<file path="src/design/lkv_pkg.sv">
package lkv_pkg;

  // Fixed widths of the channel fields and the configuration register.
  localparam int KEY_W    = 32;
  localparam int VALUE_W  = 32;
  localparam int STATUS_W = 2;
  localparam int CFG_W    = 5;

  localparam logic [CFG_W-1:0] CFG_RESET = 5'd16;

  // Defaults for the top-level parameters.
  localparam int LKV_ENTRIES    = 16;
  localparam int LKV_KEY_BITS   = 32;
  localparam int LKV_VALUE_BITS = 32;

  typedef enum logic [0:0] {
    OP_INSERT = 1'b0,
    OP_FIND   = 1'b1
  } lkv_op_e;

  typedef enum logic [STATUS_W-1:0] {
    ST_INSERTED  = 2'd0,
    ST_DUPLICATE = 2'd1,
    ST_HIT       = 2'd2,
    ST_MISS      = 2'd3
  } lkv_status_e;

  // Command broadcast from the control logic to every cell.
  typedef struct packed {
    logic go;          // the pending word is resolved at this edge
    logic promote;     // find that hit: the matching entry becomes most recent
    logic insert_new;  // insert of a key not yet present
    logic evict;       // table is at capacity: the oldest entry gives way
  } lkv_cmd_t;

endpackage

</file>
<file path="src/design/lkv_req_if.sv">
interface lkv_req_if
  import lkv_pkg::*;
();
  logic                valid;
  logic                ready;
  lkv_op_e             opcode;
  logic [KEY_W-1:0]    key;
  logic [VALUE_W-1:0]  value;

  modport source (output valid, output opcode, output key, output value, input ready);
  modport sink   (input valid, input opcode, input key, input value, output ready);
endinterface

</file>
<file path="src/design/lkv_rsp_if.sv">
interface lkv_rsp_if
  import lkv_pkg::*;
();
  logic                valid;
  logic                ready;
  lkv_status_e         status;
  logic [VALUE_W-1:0]  found_value;

  modport source (output valid, output status, output found_value, input ready);
  modport sink   (input valid, input status, input found_value, output ready);
endinterface

</file>
<file path="src/design/lkv_cell.sv">
module lkv_cell
  import lkv_pkg::*;
#(
  parameter int KEY_BITS   = LKV_KEY_BITS,
  parameter int VALUE_BITS = LKV_VALUE_BITS,
  parameter int RANK_W     = 4
) (
  input  logic                  clk_i,
  input  logic                  rst_ni,
  input  lkv_cmd_t              cmd_i,
  input  logic [KEY_BITS-1:0]   key_i,
  input  logic [VALUE_BITS-1:0] value_i,
  input  logic [RANK_W-1:0]     hit_rank_i,
  input  logic [RANK_W-1:0]     victim_rank_i,
  // Chain from the lower-index neighbor.
  input  logic                  hit_i,
  input  logic [RANK_W-1:0]     rank_acc_i,
  input  logic [VALUE_BITS-1:0] value_acc_i,
  input  logic                  free_seen_i,
  // Chain to the higher-index neighbor.
  output logic                  hit_o,
  output logic [RANK_W-1:0]     rank_acc_o,
  output logic [VALUE_BITS-1:0] value_acc_o,
  output logic                  free_seen_o
);

  logic                  valid_q, valid_d;
  logic [RANK_W-1:0]     rank_q, rank_d;
  logic [KEY_BITS-1:0]   key_q;
  logic [VALUE_BITS-1:0] value_q;

  logic match, victim, free_here, take;

  assign match     = valid_q && (key_q == key_i);
  assign victim    = cmd_i.evict && valid_q && (rank_q == victim_rank_i);
  assign free_here = !valid_q || victim;
  assign take      = cmd_i.insert_new && free_here && !free_seen_i;

  // Keys are unique among valid entries, so at most one cell adds to the sums.
  assign hit_o       = hit_i | match;
  assign rank_acc_o  = rank_acc_i | (match ? rank_q : '0);
  assign value_acc_o = value_acc_i | (match ? value_q : '0);
  assign free_seen_o = free_seen_i | free_here;

  always_comb begin
    valid_d = valid_q;
    rank_d  = rank_q;
    if (cmd_i.go && cmd_i.promote) begin
      if (match) begin
        rank_d = '0;
      end else if (valid_q && (rank_q < hit_rank_i)) begin
        rank_d = rank_q + 1'b1;
      end
    end else if (cmd_i.go && cmd_i.insert_new) begin
      if (take) begin
        valid_d = 1'b1;
        rank_d  = '0;
      end else if (victim) begin
        valid_d = 1'b0;
        rank_d  = '0;
      end else if (valid_q) begin
        rank_d = rank_q + 1'b1;
      end
    end
  end

  always_ff @(posedge clk_i or negedge rst_ni) begin
    if (!rst_ni) begin
      valid_q <= 1'b0;
      rank_q  <= '0;
    end else begin
      valid_q <= valid_d;
      rank_q  <= rank_d;
    end
  end

  always_ff @(posedge clk_i) begin
    if (cmd_i.go && take) begin
      key_q   <= key_i;
      value_q <= value_i;
    end
  end

endmodule

</file>
<file path="src/design/lru_key_value_cache_unit.sv">
// Fully associative key/value cache with least-recently-used replacement.
// Words arrive on req_i (opcode, key, value) and each one gives exactly one
// word on rsp_o (status, found_value), in order. An insert of a key already
// present returns a duplicate status; otherwise it takes the lowest free entry,
// or replaces the oldest entry when occupancy has reached the capacity set by
// the active_entries register (cfg_we_i / cfg_wdata_i, write only while idle).
// A find returns the stored value and makes the entry most recent.
// An accepted request word is captured in a request register. Once the output
// register is empty or its word is being taken, the row of cells compares its
// key in every entry, ripples hit, rank and free-slot information from cell to
// cell, and updates the ranks where a find hits or a new key is inserted. The
// result is captured in the output register, which drives the response word.
// With the receiver always ready, one word per cycle is sustained.
// If the receiver stalls, the response waits in the output register while the
// next request may still be accepted; that request then waits until the
// output register frees up. Reset empties the table and sets the capacity to
// sixteen entries; no clearing pass is needed.
module lru_key_value_cache_unit
  import lkv_pkg::*;
#(
  parameter int ENTRIES    = LKV_ENTRIES,
  parameter int KEY_BITS   = LKV_KEY_BITS,
  parameter int VALUE_BITS = LKV_VALUE_BITS
) (
  input  logic             clk_i,
  input  logic             rst_ni,
  input  logic             cfg_we_i,
  input  logic [CFG_W-1:0] cfg_wdata_i,
  lkv_req_if.sink          req_i,
  lkv_rsp_if.source        rsp_o
);

  localparam int RANK_W = $clog2(ENTRIES);
  localparam int OCC_W  = $clog2(ENTRIES + 1);
  localparam int CMP_W  = (OCC_W > CFG_W) ? OCC_W : CFG_W;

  logic                  busy_q, busy_d;
  lkv_op_e               op_q;
  logic [KEY_BITS-1:0]   key_q;
  logic [VALUE_BITS-1:0] value_q;
  logic [OCC_W-1:0]      occ_q, occ_d;
  logic [CFG_W-1:0]      active_q;
  logic                  out_valid_q, out_valid_d;
  lkv_status_e           status_q, status_d;
  logic [VALUE_W-1:0]    found_q, found_d;

  logic                  go, accept;
  logic [CMP_W-1:0]      cfg_ext, cap;
  logic                  at_capacity;
  logic [RANK_W-1:0]     victim_rank;
  lkv_cmd_t              cmd;

  logic                  hit_c       [ENTRIES+1];
  logic [RANK_W-1:0]     rank_c      [ENTRIES+1];
  logic [VALUE_BITS-1:0] value_c     [ENTRIES+1];
  logic                  free_seen_c [ENTRIES+1];

  assign go           = busy_q && (!out_valid_q || rsp_o.ready);
  assign req_i.ready  = !busy_q || go;
  assign accept       = req_i.valid && req_i.ready;

  // Capacity is the register value held between one and the table size.
  assign cfg_ext = CMP_W'(active_q);
  always_comb begin
    if (cfg_ext == '0) begin
      cap = CMP_W'(1);
    end else if (cfg_ext > CMP_W'(ENTRIES)) begin
      cap = CMP_W'(ENTRIES);
    end else begin
      cap = cfg_ext;
    end
  end

  assign at_capacity = CMP_W'(occ_q) >= cap;
  // Valid entries hold distinct ranks 0..occupancy-1, so the oldest has the top one.
  assign victim_rank = RANK_W'(occ_q - OCC_W'(1));

  assign cmd.go         = go;
  assign cmd.promote    = (op_q == OP_FIND) && hit_c[ENTRIES];
  assign cmd.insert_new = (op_q == OP_INSERT) && !hit_c[ENTRIES];
  assign cmd.evict      = at_capacity;

  assign hit_c[0]       = 1'b0;
  assign rank_c[0]      = '0;
  assign value_c[0]     = '0;
  assign free_seen_c[0] = 1'b0;

  for (genvar g = 0; g < ENTRIES; g++) begin : g_cell
    lkv_cell #(
      .KEY_BITS   (KEY_BITS),
      .VALUE_BITS (VALUE_BITS),
      .RANK_W     (RANK_W)
    ) u_cell (
      .clk_i         (clk_i),
      .rst_ni        (rst_ni),
      .cmd_i         (cmd),
      .key_i         (key_q),
      .value_i       (value_q),
      .hit_rank_i    (rank_c[ENTRIES]),
      .victim_rank_i (victim_rank),
      .hit_i         (hit_c[g]),
      .rank_acc_i    (rank_c[g]),
      .value_acc_i   (value_c[g]),
      .free_seen_i   (free_seen_c[g]),
      .hit_o         (hit_c[g+1]),
      .rank_acc_o    (rank_c[g+1]),
      .value_acc_o   (value_c[g+1]),
      .free_seen_o   (free_seen_c[g+1])
    );
  end

  always_comb begin
    busy_d = busy_q;
    if (accept) begin
      busy_d = 1'b1;
    end else if (go) begin
      busy_d = 1'b0;
    end
  end

  always_comb begin
    occ_d = occ_q;
    if (go && cmd.insert_new && !at_capacity) begin
      occ_d = occ_q + 1'b1;
    end
  end

  always_comb begin
    out_valid_d = out_valid_q;
    if (go) begin
      out_valid_d = 1'b1;
    end else if (rsp_o.ready) begin
      out_valid_d = 1'b0;
    end
  end

  always_comb begin
    found_d = '0;
    unique case (op_q)
      OP_FIND: begin
        status_d = hit_c[ENTRIES] ? ST_HIT : ST_MISS;
        if (hit_c[ENTRIES]) begin
          found_d = VALUE_W'(value_c[ENTRIES]);
        end
      end
      OP_INSERT: begin
        status_d = hit_c[ENTRIES] ? ST_DUPLICATE : ST_INSERTED;
      end
      default: begin
        status_d = ST_MISS;
      end
    endcase
  end

  always_ff @(posedge clk_i or negedge rst_ni) begin
    if (!rst_ni) begin
      busy_q      <= 1'b0;
      occ_q       <= '0;
      active_q    <= CFG_RESET;
      out_valid_q <= 1'b0;
    end else begin
      busy_q      <= busy_d;
      occ_q       <= occ_d;
      out_valid_q <= out_valid_d;
      if (cfg_we_i) begin
        active_q <= cfg_wdata_i;
      end
    end
  end

  always_ff @(posedge clk_i) begin
    if (accept) begin
      op_q    <= req_i.opcode;
      key_q   <= KEY_BITS'(req_i.key);
      value_q <= VALUE_BITS'(req_i.value);
    end
    if (go) begin
      status_q <= status_d;
      found_q  <= found_d;
    end
  end

  assign rsp_o.valid       = out_valid_q;
  assign rsp_o.status      = status_q;
  assign rsp_o.found_value = found_q;

  // The table never holds more entries than it has.
  a_occ_bound: assert property (@(posedge clk_i) disable iff (!rst_ni)
    occ_q <= OCC_W'(ENTRIES))
    else $error("occupancy exceeds table size");

  // An insert of a new key always finds a free or evicted entry.
  a_slot_found: assert property (@(posedge clk_i) disable iff (!rst_ni)
    go && cmd.insert_new |-> free_seen_c[ENTRIES])
    else $error("insert found no entry to fill");

  // A response word appears only after the row resolved a request.
  a_rsp_from_go: assert property (@(posedge clk_i) disable iff (!rst_ni)
    $rose(out_valid_q) |-> $past(go))
    else $error("response without a resolved request");

  // A find that hits is reported as a hit in the next cycle.
  a_hit_status: assert property (@(posedge clk_i) disable iff (!rst_ni)
    go && cmd.promote |=> status_q == ST_HIT && out_valid_q)
    else $error("find hit not reported");

endmodule

</file>
<file path="src/flat_wrapper.sv">
// flat-port wrapper written by rule: the top's interface ports become plain ports
module lru_key_value_cache_unit_flat import lkv_pkg::*;
#(
  parameter int ENTRIES    = LKV_ENTRIES,
  parameter int KEY_BITS   = LKV_KEY_BITS,
  parameter int VALUE_BITS = LKV_VALUE_BITS
)
  (clk_i, rst_ni, cfg_we_i, cfg_wdata_i, req_i_valid, req_i_opcode, req_i_key, req_i_value, req_i_ready, rsp_o_valid, rsp_o_status, rsp_o_found_value, rsp_o_ready);
  lkv_req_if req_i_i ();
  lkv_rsp_if rsp_o_i ();
  input  logic clk_i;
  input  logic rst_ni;
  input  logic cfg_we_i;
  input  logic [CFG_W-1:0] cfg_wdata_i;
  input wire logic [$bits(req_i_i.valid)-1:0] req_i_valid;
  input wire logic [$bits(req_i_i.opcode)-1:0] req_i_opcode;
  input wire logic [$bits(req_i_i.key)-1:0] req_i_key;
  input wire logic [$bits(req_i_i.value)-1:0] req_i_value;
  output wire logic [$bits(req_i_i.ready)-1:0] req_i_ready;
  output wire logic [$bits(rsp_o_i.valid)-1:0] rsp_o_valid;
  output wire logic [$bits(rsp_o_i.status)-1:0] rsp_o_status;
  output wire logic [$bits(rsp_o_i.found_value)-1:0] rsp_o_found_value;
  input wire logic [$bits(rsp_o_i.ready)-1:0] rsp_o_ready;
  assign req_i_i.valid = req_i_valid;
  assign req_i_i.opcode = req_i_opcode;
  assign req_i_i.key = req_i_key;
  assign req_i_i.value = req_i_value;
  assign req_i_ready = req_i_i.ready;
  assign rsp_o_valid = rsp_o_i.valid;
  assign rsp_o_status = rsp_o_i.status;
  assign rsp_o_found_value = rsp_o_i.found_value;
  assign rsp_o_i.ready = rsp_o_ready;
  lru_key_value_cache_unit #(.ENTRIES(ENTRIES), .KEY_BITS(KEY_BITS), .VALUE_BITS(VALUE_BITS)) u_core (.clk_i(clk_i), .rst_ni(rst_ni), .cfg_we_i(cfg_we_i), .cfg_wdata_i(cfg_wdata_i), .req_i(req_i_i), .rsp_o(rsp_o_i));
endmodule
</file>
<file path="config.mk">
export PLATFORM = sky130hd
export DESIGN_NAME = lru_key_value_cache_unit_flat
export DESIGN_NICKNAME = d
export VERILOG_FILES = /design/src/design/lkv_pkg.sv /design/src/design/lkv_req_if.sv /design/src/design/lkv_rsp_if.sv /design/src/design/lkv_cell.sv /design/src/design/lru_key_value_cache_unit.sv /design/src/flat_wrapper.sv
export SDC_FILE = /design/constraint.sdc
export NUM_CORES = 2
export LEC_CHECK = 0
export ABC_CLOCK_PERIOD_IN_PS = 44700
export CAP_MARGIN = 30
export CORE_AREA = 10 10 388 485
export DETAILED_ROUTE_END_ITERATION = 6
export DIE_AREA = 0 0 398 495
export DONT_BUFFER_PORTS = 1
export HOLD_SLACK_MARGIN = 0.15
export PLACE_DENSITY = 0.41
export SETUP_SLACK_MARGIN = 0.5
export SLEW_MARGIN = 40
export SYNTH_ARGS = -nofsm -noshare
export SYNTH_HDL_FRONTEND = slang
export SYNTH_SLANG_ARGS = --single-unit
</file>
<file path="constraint.sdc">
create_clock -name clk_i -period 44.7 [get_ports clk_i]
set_input_delay 4.47 -clock clk_i [delete_from_list [all_inputs] [get_ports clk_i]]
set_output_delay 4.47 -clock clk_i [all_outputs]
set_load 0.01 [all_outputs]
</file>
==> impl_metrics.ini <==
[floorplan]
placementRows = 174
io_pins = 111
die-height_um = 495
core_area_sq_mm = 0.179
start_util = 0.298
die_w_um = 398
die_area_sq_mm = 0.197

[yosys]
synth_nets = 3729
synth_area_sq_mm = 0.0533
ys_ff_latch = 1215
ys_seq_area_frac = 0.676
synth_flop_cell = edfxtp_1
yosysWarnings = 0
synth-edff-count = 1123
yosys.cell_types.count = 101
ys_async_sr_fraction = 0.0757
syn_area_per_cell_sq_um = 14.7
syn_inst = 3613

[sta]
relSlewSlack = 0.399
fin_setup_tns_ns = 0
fin_skew_ns = 0.0244
fmax_ghz = 0.109
setup_violations = 0
tightest_slew_ns = 0.893
hold_violations = 0
fin_crit_ns = 9.18
rsz0062_at_grt = false
slew_viol_final = 0
post-route-period-util = 0.205

[cts]
hold_buffers = 0
htreeDepth = 4
clock_latency_ns = 0.80
clk_pin_slew_ns = 0.06
cts_resized = 0
cts_setup_buffers = 0
cts_tree = yes
clockBufferDepth = 3
cts.sinks = 1215
clock-root-buffer = clkbuf_16
cts_made_buffers = 134

[power]
clkPwrFrac = 0.371
power_density_mw_per_mm2 = 48.5
p_leak_nw = 18.9
netSwitchingFraction = 0.285
power_mw = 2.94
p_comb_frac = 0.147
ir_drop_v = 0.0000398
seq_power_share = 0.482
switchingPower_mw = 0.837
intPower_mw = 2.10

[job]
maxCapViolCount = 0

[min_path]
min_to = u_core.rsp_o.valid
hold_start = u_core.busy_q
worstHoldPathType = flip-flop to flip-flop
min_path_cells = 1

[layout]
final-seq-area_sq_mm = 0.0360
design_area_sq_mm = 0.0607
most-common-layout-cells = edfxtp_1 (1123), xnor2_1 (490), nand4_1 (258), nand2_1 (141), a22o_1 (138)
nets = 3804
drive_above_1_share = 0.108
syn_to_final_growth_pct = 13.9
final_common_cell = edfxtp_1
fillers = 17300
stdcell_count = 6171
multiInputGateArea_sq_mm = 0.0161

[worst_setup_path]
slowest_delay_ns = 0.24
critPathMaxFanout = 3
worst-r2r-setup-slack_ns = 37.16
r2r_start = u_core.key_q[25]
cp_num_buf_inv = 0
cp-end-kind = output port
crit_family = simple AND/OR/NAND/NOR gates
setup.worst_path.start_class = input pin
slowest_stage = nand3b_1
reg2reg_depth = 18
crit_type = input pin to output port
crit_chain = nand3b_1
worstPathArrival_ns = 4.71
required_ns = 40.23
regToRegEndpoint = u_core.g_cell[10].u_cell.value_q[22]

[drt]
antenna_left = 0
viasPerCell = 5.29
wl_um = 188000
firstDrtPassIters = 5
routedWlPerCell_um = 30.5
drc_errors = 0
first_iter_violations = 2558
num_vias = 32700

[place]
placed_cells = 5928
io_buffers = 0
gp_congestion = 0.872
post_dp_cell_area_sq_mm = 0.0564
place_hpwl_um = 117000

[global_routing]
grt_max_degree = 93
antenna_found_initial = 9
grt_use_total = 0.187
grt_overflow = 0
grt_pass1_vias = 33300
grt_pass1_wl_um = 263000

[run_status]
status = complete, no violations
metrics by stage:
stage               hold slack, ns  utilization  setup WS [ns]
floorplan                    0.449            -          28.98
global placement             0.472        0.315          35.52
detailed placement           0.477        0.316          35.51
CTS                          0.491        0.339          35.51
global route                 0.507        0.339          35.51
finish                       0.492        0.339          35.52
area by class of cell:
type	instances	area share
tap	2376	0.0490
inverter	77	0.00477
timing repair buffer	129	0.0167
antenna	4	0.000165
clock buffer	165	0.0580
multi-input combinational	2131	0.266
clock inverter	74	0.0116
sequential	1215	0.594
worst reg2reg max path: cells and delay by family, from the launching register on:
| family | cells | cell delay [ns] |
|---|---|---|
| AOI/OAI and AO/OA | 2 | 0.37 |
| and+or+nand+nor | 10 | 3.75 |
| DFF | 1 | 0.81 |
| xor gates and xnor gates | 1 | 0.29 |
| adders and majority gates | 1 | 0.26 |
| buffers and inverters | 4 | 1.59 |
power groups by stage:
stage | logic (mW) | registers (mW) | clock network, mW
after floorplan | 0.298 | 1.41 | 0
after global placement | 0.434 | 1.44 | 0
after detailed placement | 0.436 | 1.44 | 0
after CTS | 0.438 | 1.42 | 1.12
after global routing | 0.467 | 1.42 | 1.16
final | 0.431 | 1.42 | 1.09
logic make-up after synthesis:
group	count (synthesis)	share of synthesized area
muxes	27	0.00545
DFF	1215	0.676
adders and majority gates	43	0.0100
AOI/OAI and AO/OA	574	0.0863
buffers and inverters	267	0.0258
xor gates and xnor gates	576	0.0993
and+or+nand+nor	911	0.0969
per-layer routing:
| layer | track usage | vias to the layer above | share of wire | routed length (um) |
|---|---|---|---|---|
| met5 | 0 | - | 0.00018 | 34 |
| met3 | 0.0267 | 279 | 0.042 | 7930 |
| li1 | - | 14300 | - | - |
| met2 | 0.332 | 930 | 0.51 | 96200 |
| met1 | 0.228 | 17100 | 0.41 | 77000 |
| met4 | 0.0726 | 4 | 0.039 | 7370 |
sequential cells by signal, indices dropped and copies added, names as in the netlist, 5 cells and up:
signal                        flops
u_core.active_q                   5
u_core.g_cell.u_cell.valid_q     16
u_core.value_q                   32
u_core.g_cell.u_cell.key_q      512
u_core.g_cell.u_cell.rank_q      64
u_core.g_cell.u_cell.value_q    512
u_core.key_q                     32
u_core.rsp_o.found_value         32
u_core.occ_q                      5
worst max-delay path by stage:
stage / from / endpoint / slack [ns] / cells past startpoint
global route: rsp_o_ready / req_i_ready / 35.51 / 1
floorplan: rsp_o_ready / u_core.g_cell[7].u_cell.key_q[0] / 28.98 / 4
detailed placement: rsp_o_ready / req_i_ready / 35.51 / 1
global placement: rsp_o_ready / req_i_ready / 35.52 / 1
CTS: rsp_o_ready / req_i_ready / 35.51 / 1
finish: rsp_o_ready / req_i_ready / 35.52 / 1
Yosys cell counts (all sizes together) (14+ instances only):
| cell type | n | share of area |
|---|---|---|
| edfxtp | 1123 | 0.63 |
| xnor2 | 492 | 0.081 |
| nand4 | 258 | 0.030 |
| nand2 | 141 | 0.0099 |
| a22o | 138 | 0.023 |
| a221oi | 137 | 0.023 |
| nor2 | 110 | 0.0078 |
| buf | 98 | 0.014 |
| clkbuf | 92 | 0.0065 |
| dfrtp | 91 | 0.043 |
| nand3 | 91 | 0.0086 |
| inv | 76 | 0.0054 |
| nor4 | 69 | 0.010 |
| nor3 | 68 | 0.0069 |
| o21ai | 68 | 0.0065 |
| xor2 | 68 | 0.011 |
| ha | 41 | 0.0096 |
| a21oi | 40 | 0.0038 |
| nand2b | 39 | 0.0046 |
| a41oi | 33 | 0.0054 |
| and3 | 29 | 0.0034 |
| o2111ai | 21 | 0.0035 |
| and2 | 18 | 0.0021 |
| a211oi | 16 | 0.0025 |
| mux2 | 16 | 0.0034 |
| or3 | 16 | 0.0019 |
| xnor3 | 14 | 0.0059 |
No activity file was read; power rests on OpenSTA's default activity.
